[src/rtl/core/sbl_pkg.sv]
// Shared types and constants for the sorted bin lists block.
package sbl_pkg;

  localparam int BINS_DEF  = 4;
  localparam int SLOTS_DEF = 16;

  localparam logic [1:0] OP_INSERT = 2'd0;
  localparam logic [1:0] OP_REMOVE = 2'd1;
  localparam logic [1:0] OP_CLEAR  = 2'd2;
  localparam logic [1:0] OP_READ   = 2'd3;

  localparam logic [1:0] STATUS_OK    = 2'd0;
  localparam logic [1:0] STATUS_FULL  = 2'd1;
  localparam logic [1:0] STATUS_EMPTY = 2'd2;

  typedef enum logic [2:0] {
    ST_IDLE,
    ST_INS_RD,
    ST_INS_CMP,
    ST_REM_RD,
    ST_REM_CMP,
    ST_RD_MEM,
    ST_FIN
  } state_t;

  typedef struct packed {
    logic [1:0]         op;
    logic [1:0]         bin;
    logic signed [31:0] code;
    logic [3:0]         slot;
  } in_t;

  typedef struct packed {
    logic [1:0]         status;
    logic [6:0]         removed_count;
    logic [4:0]         bin_length;
    logic signed [31:0] read_code;
  } out_t;

endpackage

[src/rtl/core/sorted_bin_lists_top.sv]
// Sorted bin lists: per-bin ascending code lists in one memory, driven by a small sequencer.
// A clear or a refused insert goes straight to the result and a read after one memory read; an insert
// moves each stored code greater than the new one up a place, and a remove scans every bin, not only
// the one named, with one memory read and one compare per entry visited.
// One item at a time: busy stays high until the item's result has been prepared.
// Reset clears the bin counts and the sequencer; memory contents are not cleared.
// The result is shown for one cycle with out_valid; the receiver cannot stall.
module sorted_bin_lists_top #(
  parameter int BINS  = sbl_pkg::BINS_DEF,
  parameter int SLOTS = sbl_pkg::SLOTS_DEF
) (
  input  logic          clk,
  input  logic          rst_n,
  input  logic          start,
  output logic          busy,
  input  sbl_pkg::in_t  in_data,
  output logic          out_valid,
  output sbl_pkg::out_t out_data
);

  localparam int SW    = $clog2(SLOTS);
  localparam int BW    = (BINS > 1) ? $clog2(BINS) : 1;
  localparam int BW1   = $clog2(BINS + 1);
  localparam int CW    = $clog2(SLOTS + 1);
  localparam int TW    = $clog2(BINS * SLOTS + 1);
  localparam int DEPTH = BINS * (2 ** SW);
  localparam int AW    = (DEPTH > 1) ? $clog2(DEPTH) : 1;

  sbl_pkg::state_t state_r, state_nxt;

  logic [1:0]         op_r, op_nxt;
  logic [1:0]         bin_r, bin_nxt;
  logic signed [31:0] code_r, code_nxt;
  logic [3:0]         slot_r, slot_nxt;
  logic [1:0]         status_r, status_nxt;
  logic [CW-1:0]      idx_r, idx_nxt;
  logic [CW-1:0]      wr_r, wr_nxt;
  logic [BW1-1:0]     rb_r, rb_nxt;
  logic [TW-1:0]      total_r, total_nxt;
  logic [CW-1:0]      counts_r [BINS];
  logic [CW-1:0]      counts_nxt [BINS];
  sbl_pkg::out_t      out_r, out_nxt;
  logic               out_valid_r, out_valid_nxt;

  logic signed [31:0] mem [DEPTH];
  logic signed [31:0] rdata_r;
  logic               mem_we;
  logic [AW-1:0]      mem_waddr;
  logic [AW-1:0]      mem_raddr;
  logic signed [31:0] mem_wdata;

  logic          accept;
  logic          in_bin_ok;
  logic          bin_ok;
  logic [BW-1:0] in_bidx;
  logic [BW-1:0] bidx;
  logic [BW-1:0] rbidx;
  logic          rem_done;
  logic          ins_zero;
  logic          ins_shift;
  logic          rem_more;
  logic [CW-1:0] len_raw;
  logic [CW-1:0] idx_dec;

  assign busy      = (state_r != sbl_pkg::ST_IDLE);
  assign accept    = start && (state_r == sbl_pkg::ST_IDLE);
  assign in_bin_ok = (int'(in_data.bin) < BINS);
  assign bin_ok    = (int'(bin_r) < BINS);
  assign in_bidx   = BW'(in_data.bin);
  assign bidx      = BW'(bin_r);
  assign rbidx     = rb_r[BW-1:0];
  assign rem_done  = (rb_r == BW1'(BINS));
  assign ins_zero  = (idx_r == '0);
  assign ins_shift = (rdata_r > code_r);
  assign rem_more  = !rem_done && (idx_r < counts_r[rbidx]);
  assign idx_dec   = idx_r - CW'(1);
  assign len_raw   = bin_ok ? counts_r[bidx] : '0;

  // Next state.
  always_comb begin
    state_nxt = state_r;
    unique case (state_r)
      sbl_pkg::ST_IDLE: begin
        if (accept) begin
          unique case (in_data.op)
            sbl_pkg::OP_INSERT: begin
              if (in_bin_ok && (int'(counts_r[in_bidx]) < SLOTS)) begin
                state_nxt = sbl_pkg::ST_INS_RD;
              end else begin
                state_nxt = sbl_pkg::ST_FIN;
              end
            end
            sbl_pkg::OP_REMOVE: state_nxt = sbl_pkg::ST_REM_RD;
            sbl_pkg::OP_CLEAR:  state_nxt = sbl_pkg::ST_FIN;
            sbl_pkg::OP_READ: begin
              if (in_bin_ok && (int'(in_data.slot) < int'(counts_r[in_bidx])) &&
                  (int'(in_data.slot) < SLOTS)) begin
                state_nxt = sbl_pkg::ST_RD_MEM;
              end else begin
                state_nxt = sbl_pkg::ST_FIN;
              end
            end
            default: state_nxt = sbl_pkg::ST_FIN;
          endcase
        end
      end
      sbl_pkg::ST_INS_RD:  state_nxt = ins_zero ? sbl_pkg::ST_FIN : sbl_pkg::ST_INS_CMP;
      sbl_pkg::ST_INS_CMP: state_nxt = ins_shift ? sbl_pkg::ST_INS_RD : sbl_pkg::ST_FIN;
      sbl_pkg::ST_REM_RD: begin
        if (rem_done) begin
          state_nxt = sbl_pkg::ST_FIN;
        end else if (rem_more) begin
          state_nxt = sbl_pkg::ST_REM_CMP;
        end
      end
      sbl_pkg::ST_REM_CMP: state_nxt = sbl_pkg::ST_REM_RD;
      sbl_pkg::ST_RD_MEM:  state_nxt = sbl_pkg::ST_FIN;
      sbl_pkg::ST_FIN:     state_nxt = sbl_pkg::ST_IDLE;
      default:             state_nxt = sbl_pkg::ST_IDLE;
    endcase
  end

  // Datapath and memory control.
  always_comb begin
    op_nxt        = op_r;
    bin_nxt       = bin_r;
    code_nxt      = code_r;
    slot_nxt      = slot_r;
    status_nxt    = status_r;
    idx_nxt       = idx_r;
    wr_nxt        = wr_r;
    rb_nxt        = rb_r;
    total_nxt     = total_r;
    counts_nxt    = counts_r;
    out_nxt       = out_r;
    out_valid_nxt = 1'b0;
    mem_we        = 1'b0;
    mem_waddr     = AW'({bidx, idx_r[SW-1:0]});
    mem_raddr     = AW'({bidx, idx_dec[SW-1:0]});
    mem_wdata     = code_r;

    unique case (state_r)
      sbl_pkg::ST_IDLE: begin
        if (accept) begin
          op_nxt     = in_data.op;
          bin_nxt    = in_data.bin;
          code_nxt   = in_data.code;
          slot_nxt   = in_data.slot;
          status_nxt = sbl_pkg::STATUS_OK;
          total_nxt  = '0;
          idx_nxt    = '0;
          wr_nxt     = '0;
          rb_nxt     = '0;
          unique case (in_data.op)
            sbl_pkg::OP_INSERT: begin
              if (in_bin_ok && (int'(counts_r[in_bidx]) < SLOTS)) begin
                idx_nxt = counts_r[in_bidx];
              end else begin
                status_nxt = sbl_pkg::STATUS_FULL;
              end
            end
            sbl_pkg::OP_CLEAR: begin
              if (in_bin_ok) begin
                counts_nxt[in_bidx] = '0;
              end
            end
            sbl_pkg::OP_READ: begin
              if (!(in_bin_ok && (int'(in_data.slot) < int'(counts_r[in_bidx])) &&
                    (int'(in_data.slot) < SLOTS))) begin
                status_nxt = sbl_pkg::STATUS_EMPTY;
              end
            end
            default: ;
          endcase
        end
      end
      sbl_pkg::ST_INS_RD: begin
        // With no stored code left below to compare, the new code lands in place 0.
        if (ins_zero) begin
          mem_we            = 1'b1;
          counts_nxt[bidx]  = counts_r[bidx] + CW'(1);
        end
      end
      sbl_pkg::ST_INS_CMP: begin
        mem_we = 1'b1;
        if (ins_shift) begin
          mem_wdata = rdata_r;
          idx_nxt   = idx_dec;
        end else begin
          counts_nxt[bidx] = counts_r[bidx] + CW'(1);
        end
      end
      sbl_pkg::ST_REM_RD: begin
        mem_raddr = AW'({rbidx, idx_r[SW-1:0]});
        if (!rem_done && !rem_more) begin
          counts_nxt[rbidx] = wr_r;
          rb_nxt            = rb_r + BW1'(1);
          idx_nxt           = '0;
          wr_nxt            = '0;
        end
      end
      sbl_pkg::ST_REM_CMP: begin
        // Surviving codes are packed down behind the read pointer.
        idx_nxt = idx_r + CW'(1);
        if (rdata_r == code_r) begin
          total_nxt = total_r + TW'(1);
        end else begin
          mem_we    = 1'b1;
          mem_waddr = AW'({rbidx, wr_r[SW-1:0]});
          mem_wdata = rdata_r;
          wr_nxt    = wr_r + CW'(1);
        end
      end
      sbl_pkg::ST_RD_MEM: begin
        mem_raddr = AW'({bidx, SW'(slot_r)});
      end
      sbl_pkg::ST_FIN: begin
        out_valid_nxt         = 1'b1;
        out_nxt.status        = status_r;
        out_nxt.removed_count = (int'(total_r) > 127) ? 7'd127 : 7'(total_r);
        out_nxt.bin_length    = (int'(len_raw) > 31) ? 5'd31 : 5'(len_raw);
        out_nxt.read_code     = ((op_r == sbl_pkg::OP_READ) &&
                                 (status_r == sbl_pkg::STATUS_OK)) ? rdata_r : '0;
      end
      default: ;
    endcase
  end

  always_ff @(posedge clk) begin
    if (mem_we) begin
      mem[mem_waddr] <= mem_wdata;
    end
    rdata_r <= mem[mem_raddr];
  end

  always_ff @(posedge clk) begin
    if (!rst_n) begin
      state_r     <= sbl_pkg::ST_IDLE;
      out_valid_r <= 1'b0;
      for (int i = 0; i < BINS; i++) begin
        counts_r[i] <= '0;
      end
    end else begin
      state_r     <= state_nxt;
      out_valid_r <= out_valid_nxt;
      counts_r    <= counts_nxt;
    end
  end

  always_ff @(posedge clk) begin
    op_r     <= op_nxt;
    bin_r    <= bin_nxt;
    code_r   <= code_nxt;
    slot_r   <= slot_nxt;
    status_r <= status_nxt;
    idx_r    <= idx_nxt;
    wr_r     <= wr_nxt;
    rb_r     <= rb_nxt;
    total_r  <= total_nxt;
    out_r    <= out_nxt;
  end

  assign out_valid = out_valid_r;
  assign out_data  = out_r;

`ifndef ASSERT_OFF
  a_result_after_work: assert property (@(posedge clk) disable iff (!rst_n)
    out_valid |-> $past(busy))
    else $error("result strobe without an item in progress");

  a_accept_goes_busy: assert property (@(posedge clk) disable iff (!rst_n)
    start && !busy |=> busy)
    else $error("accepted item did not make the block busy");

  a_empty_read_zero: assert property (@(posedge clk) disable iff (!rst_n)
    out_valid && (out_data.status == sbl_pkg::STATUS_EMPTY) |-> out_data.read_code == '0)
    else $error("refused read returned a non-zero code");

  a_full_no_removal: assert property (@(posedge clk) disable iff (!rst_n)
    out_valid && (out_data.status == sbl_pkg::STATUS_FULL) |-> out_data.removed_count == '0)
    else $error("refused insert reported removed entries");
`endif

endmodule

[config.mk]
export PLATFORM = sky130hd
export DESIGN_NAME = sorted_bin_lists_top
export DESIGN_NICKNAME = d
export VERILOG_FILES = /design/src/rtl/core/sbl_pkg.sv /design/src/rtl/core/sorted_bin_lists_top.sv
export SDC_FILE = /design/constraint.sdc
export NUM_CORES = 2
export LEC_CHECK = 0
export BUFFER_PORTS_ARGS = -buffer_cell sky130_fd_sc_hd__buf_2
export CORE_ASPECT_RATIO = 1.2
export CORE_MARGIN = 2
export CORE_UTILIZATION = 45
export DETAILED_ROUTE_END_ITERATION = 16
export GPL_TIMING_DRIVEN = 0
export PLACE_DENSITY_LB_ADDON = 0.2
export SETUP_SLACK_MARGIN = 0.4
export SKIP_CTS_REPAIR_TIMING = 1
export SLEW_MARGIN = 5
export SYNTH_ARGS = -nofsm -noshare
export SYNTH_HDL_FRONTEND = slang
export SYNTH_SLANG_ARGS = --single-unit
[constraint.sdc]
create_clock -name clk -period 5.2 [get_ports clk]
set_input_delay 0.78 -clock clk [delete_from_list [all_inputs] [get_ports clk]]
set_output_delay 0.78 -clock clk [all_outputs]
set_load 0.05 [all_outputs]
* Yosys cells after proc, flatten, opt, wreduce, memory -nomap -nowiden
Memory sizes are Yosys's and may differ from the RTL's. A register that Yosys moved wholly into a read port is not among the register bits. Index checks and enable logic that the tools add are counted.
Word-level totals: flip-flop bits (word level) 132, bits in latches 0, memory bits (writable) 2048, bits in read-only memories 0, input bits 43, output and inout bits 48, logic and storage cells 150, memories 1
Memories:
- mem | words 64, bits a word 32, rd ports 1, clocked after Yosys merged registers in 1, wr ports 1, RTL line sorted_bin_lists_top.sv:45 | logic signed [31:0] mem [DEPTH];
Operators by class: $add $sub $neg 6, $mul 0, div/mod/pow operators 0, order comparisons 10, equality and inequality tests 21, shift operators 0, multiplexer cells 62, bitwise operators 5, reductions and logical operators 26
Operator list (count):
- two-way mux 20 bit | 5
- two-way mux 5 bit | 16
- one-hot mux 20 bit (4 select lines) | 1
- two-way mux 32 bit | 2
- one-hot mux 32 bit (2 select lines) | 1
- bitwise mux 20 bit | 2
- equality test 32 bit | 1
- greater-than comparator 32 bit | 1
- binary-select mux 5 bit (select 2 bit) | 3
- demux 5 bit (select 2 bit) | 3
- two-way mux 3 bit | 8
- AND 20 bit | 1
- NOT 20 bit | 1
- one-hot mux 5 bit (4 select lines) | 1
- one-hot mux 3 bit (6 select lines) | 1
- adder 5 x 1 -> 5 bit (second input constant) | 3
- one-hot mux 5 bit (3 select lines) | 1
- two-way mux 7 bit | 2
- != test 2 bit (second input constant) | 7
- one-hot mux 7 bit (2 select lines) | 1
- equality test 3 bit (second input constant) | 4
- two-way mux 6 bit | 2
- one-hot mux 3 bit (4 select lines) | 1
- one-hot mux 6 bit (2 select lines) | 1
- other kinds (32) | 61

* Logic depth before layout (Yosys ltp)
depth after elaboration 10, mapped depth 16, mapped depth without buffers 12

* Worst setup path after synthesis
Ideal clock, no wire load.
path kind reg2reg, start point register code_r[31], end point memory mem[0][12], data pin, setup time 0.701 ns, arrival time 4.724 ns, data required time 4.499 ns, slack -0.225 ns, cell stages (with the launch flop) 11, buffers on the path 1, period minus slack after synthesis 5.425 ns, cell sequence edfxtp_1 -> inv_1 -> ha_1 -> nand4_1 -> or4_1 -> o221ai_1 -> a21o_1 -> mux2i_1 -> a21oi_1 -> clkbuf_1 -> o21ai_0
On the way: word-level cells in the longest chain between the ends 3, elaborated cells between the ends (all ways) 5, classes of those cells order compare: 1; eq/ne: 1; mux: 3
Ends and longest elaborated chain:
- start, declared | RTL line sorted_bin_lists_top.sv:33 | logic signed [31:0] code_r, code_nxt;
- start signal, assigned | RTL line sorted_bin_lists_top.sv:253 | code_r <= code_nxt;
- greater-than comparator 32 bit or equality test 32 bit (tied branches) | RTL line sorted_bin_lists_top.sv:74, sorted_bin_lists_top.sv:205
- two-way mux 32 bit (on tied branches) | RTL line sorted_bin_lists_top.sv:186, sorted_bin_lists_top.sv:205
- one-hot mux 32 bit (2 select lines) (*) | RTL line sorted_bin_lists_top.sv:142 | unique case (state_r)
- via mem_wdata[12] | RTL line sorted_bin_lists_top.sv:50 | logic signed [31:0] mem_wdata;
- end, declared | RTL line sorted_bin_lists_top.sv:45
Mark *: on every way through the listed nets, which the timed path passes. The rest lies on a longest branch.

* Worst setup path in the final report
start point register idx_r[1], end point register rdata_r[3], read port of mem
On the way: word-level cells in the longest chain between the ends 2
Ends and longest elaborated chain:
- start, declared | RTL line sorted_bin_lists_top.sv:36 | logic [CW-1:0] idx_r, idx_nxt;
- start signal, assigned | RTL line sorted_bin_lists_top.sv:256 | idx_r <= idx_nxt;
- subtractor 5 x 1 -> 5 bit | RTL line sorted_bin_lists_top.sv:76 | assign idx_dec = idx_r - CW'(1);
- one-hot mux 6 bit (2 select lines) (*) | RTL line sorted_bin_lists_top.sv:142
- end, declared | RTL line sorted_bin_lists_top.sv:46 | logic signed [31:0] rdata_r;
Every way passes the cells marked *; elsewhere a longest branch is shown, timed or not. A chain may end at the register's enable or synchronous reset.

==> flow_summary_export.csv <==
group,metric,value,unit
status,status,"finished with violations",
status,violations,"max-capacitance violations",
detailed_routing,wl,397000,um
critical_path,setup.worst_path.start_class,"flop",
critical_path,worstPathRequired,5.94,ns
synthesis,yosysWarnings,0,
critical_path,worst-setup-path-type,"reg2reg",
clocking,root_buffer,"clkbuf_16",
synthesis,synth-seq-cells,2212,
detailed_routing,avgViaCountPerCell,6.68,
placed_design,place_hpwl,278000,um
floorplanning,die_h,490,um
hold_path,hp-class,"in2reg",
sta,fmax,196,MHz
sta,worst_pin_slew,1.48,ns
clocking,cts.clk_slew.worst_paths,0.07,ns
detailed_routing,detail-route-antenna-nets,0,
detailed_routing,drt_iter0_markers,12400,
sta,relSlewSlack,0.898,%
placed_design,portBuffers,89,
synthesis,synth_cell_type_count,80,
global_routing,antenna_found_initial,41,
critical_path,end_kind,"flop",
sta,layout_min_cycle_time,5.09,ns
synthesis,syn_inst,6495,
placed_design,place_congestion,1.00,
cells_and_area,finalNetCount,7122,
global_routing,overflow,0,
global_routing,grt_pass1_vias,60000,
synthesis,yosysSeqAreaShare,74.3,%
floorplanning,start_util,45.2,%
placed_design,place_area,0.0976,mm^2
clocking,cts_buffer_depth,3,
sta,rsz0062_at_grt,"yes",
floorplanning,core_area,0.196,mm^2
sta,final.period_utilization,97.9,%
global_routing,grt_pass1_wl,522000,um
run,max-cap-violations,1,
global_routing,grt_max_degree,44,
critical_path,crit_fanout,10,
floorplanning,die_x,409,um
synthesis,syn-num-nets,6589,
clocking,htreeDepth,4,
clocking,cts_tree,"built",
cells_and_area,final_area,0.105,mm^2
floorplanning,die_area,0.201,mm^2
clocking,clock_latency,0.92,ns
synthesis,synthArstFlopShare,0,%
synthesis,syn_area_per_cell,13.6,um^2
sta,drv_slew,0,
detailed_routing,vias,65700,
synthesis,synth-main-ff-cell,"edfxtp_1",
detailed_routing,first_pass_iters,6,
cells_and_area,layout-drive-gt1-share,15.8,%
sta,fin_skew,0.0406,ns
clocking,cts_buffers,211,
cells_and_area,nFillCells,16000,
detailed_routing,drc,0,
synthesis,synth_edf_count,2156,
global_routing,grtUsageTotal,38.6,%
floorplanning,ios,91,
synthesis,syn_area,0.0887,mm^2
sta,hold_viol,0,
detailed_routing,wl_per_cell,40.3,um
cells_and_area,final_common_cell,"edfxtp_1",
critical_path,cp_data_arrival_time,5.84,ns
sta,setup_viol,0,
critical_path,r2r_setup_slack,0.11,ns
clocking,cts_sinks,2212,
cells_and_area,area_growth,18.9,%
cells_and_area,final_cell_mix,"edfxtp_1, nand2_1, nand3_1",
floorplanning,placementRows,178,
## metrics by stage
| step | worst slack (ns) | utilization, % | TNS [ns] | hold slack, ns | std cells |
|---|---|---|---|---|---|
| 5_1_grt | 0.153 | 53.8 | 0 | 0.0552 | 9820 |
| 2_1_floorplan | -0.225 | - | -382.64 | 0.448 | 6495 |
| 4_1_cts | -0.940 | 53.2 | -71.34 | 0.0468 | 9794 |
| 6_report | 0.109 | 53.8 | 0 | 0.0556 | 9842 |
| 3_3_place_gp | -6.73 | 47.1 | - | 0.464 | 9194 |
| 3_5_place_dp | -0.914 | 49.8 | -56.31 | 0.466 | 9401 |
## worst max-delay path, cell delays in order (launching register included)
cell	delay, ns
edfxtp_1	0.46
buf_2	0.23
or3_4	0.43
xnor2_2	0.27
o221a_2	0.37
nand2_2	0.19
buf_2	0.32
nor2_1	1.16
o21ai_0	0.57
a31oi_1	0.47
or4_1	0.46
## layout make-up
cell class / count / area, um^2 / area share (%)
antenna: 24 / 60.1 / 0.0570
buffer: 396 / 2170 / 2.06
clock buffer: 264 / 5590 / 5.31
clock inverter: 129 / 1050 / 0.998
inverter: 57 / 214 / 0.203
multi-input combinational: 3833 / 22400 / 21.2
sequential: 2212 / 65900 / 62.5
tap: 2610 / 3270 / 3.10
timing repair buffer: 317 / 4840 / 4.59
## flip-flops by register name, indices dropped and copies added, names as in the netlist
name	count
mem	2048
out_data	46
code_r	32
rdata_r	32
counts_r	20
total_r	7
idx_r	5
wr_r	5
slot_r	4
rb_r	3
state_r	3
bidx	2
op_r	2
status_r	2
out_valid	1
## cells in the mapped netlist (6+ instances only)
cell type     n  share of area [%]
edfxtp_1   2156                 73
nand2_1    1600                6.8
nand3_1     496                2.8
mux2i_1     261                2.9
a21oi_1     241                1.4
buf_2       175               0.99
nor2_1      166               0.70
clkbuf_1    155               0.66
a31oi_1     133               0.94
o22ai_1     105               0.74
o21ai_0     104               0.59
nand4_1      89               0.63
and3_1       81               0.57
inv_1        57               0.24
dfxtp_1      56                1.3
a211oi_1     53               0.45
ha_1         51               0.72
a32oi_1      48               0.47
nor4_1       48               0.34
and2_1       36               0.25
buf_1        36               0.15
nor3_1       26               0.15
buf_4        25               0.21
a311oi_1     23               0.23
a21o_1       20               0.17
mux4_2       15               0.38
o211ai_1     14               0.12
or3_1        14              0.099
xor2_1       13               0.13
a221oi_1     11               0.11
nor2b_1      11              0.078
o311ai_0     10              0.099
o31ai_1      10              0.085
o2111ai_1     9              0.089
o41ai_1       9              0.089
or4_1         9              0.076
a41oi_1       8              0.079
o32ai_1       8              0.079
a32o_1        7              0.079
nand2b_1      7              0.049
o21ai_1       7              0.040
a221o_1       6              0.068
a22oi_1       6              0.051
xnor2_1       6              0.059
## per-layer routing
layer	GRT usage (%)	wire, um	vias to the layer above
met5	0.311	103	-
met4	31.8	42000	16
met3	13.9	61300	1784
met2	56.3	168000	6254
met1	45.8	126000	32200
li1	-	-	25500
## cell families after synthesis
| family | share of synthesized area, % |
|---|---|
| and+or+nand+nor | 12.8 |
| xor gates and xnor gates | 0.206 |
| adders and majority gates | 0.720 |
| buffers and inverters | 2.31 |
| muxes | 3.33 |
| DFF | 74.3 |
| AOI/OAI and AO/OA | 6.39 |
## worst paths after layout
kind,startpoint,to,cells past startpoint
worst max-delay path,idx_r[1]$_DFFE_PP_,rdata_r[3]$_DFF_P_,10
worst min-delay path,in_data[32],code_r[28]$_DFFE_PP_,1
worst max register to register,idx_r[1]$_DFFE_PP_,rdata_r[3]$_DFF_P_,10
worst min register to register,total_r[6]$_SDFFCE_PN0P_,out_data[43]$_DFFE_PP_,0
Power is not shown: default switching activity piles up to over one toggle a cycle in this logic, so the estimate is an artifact.
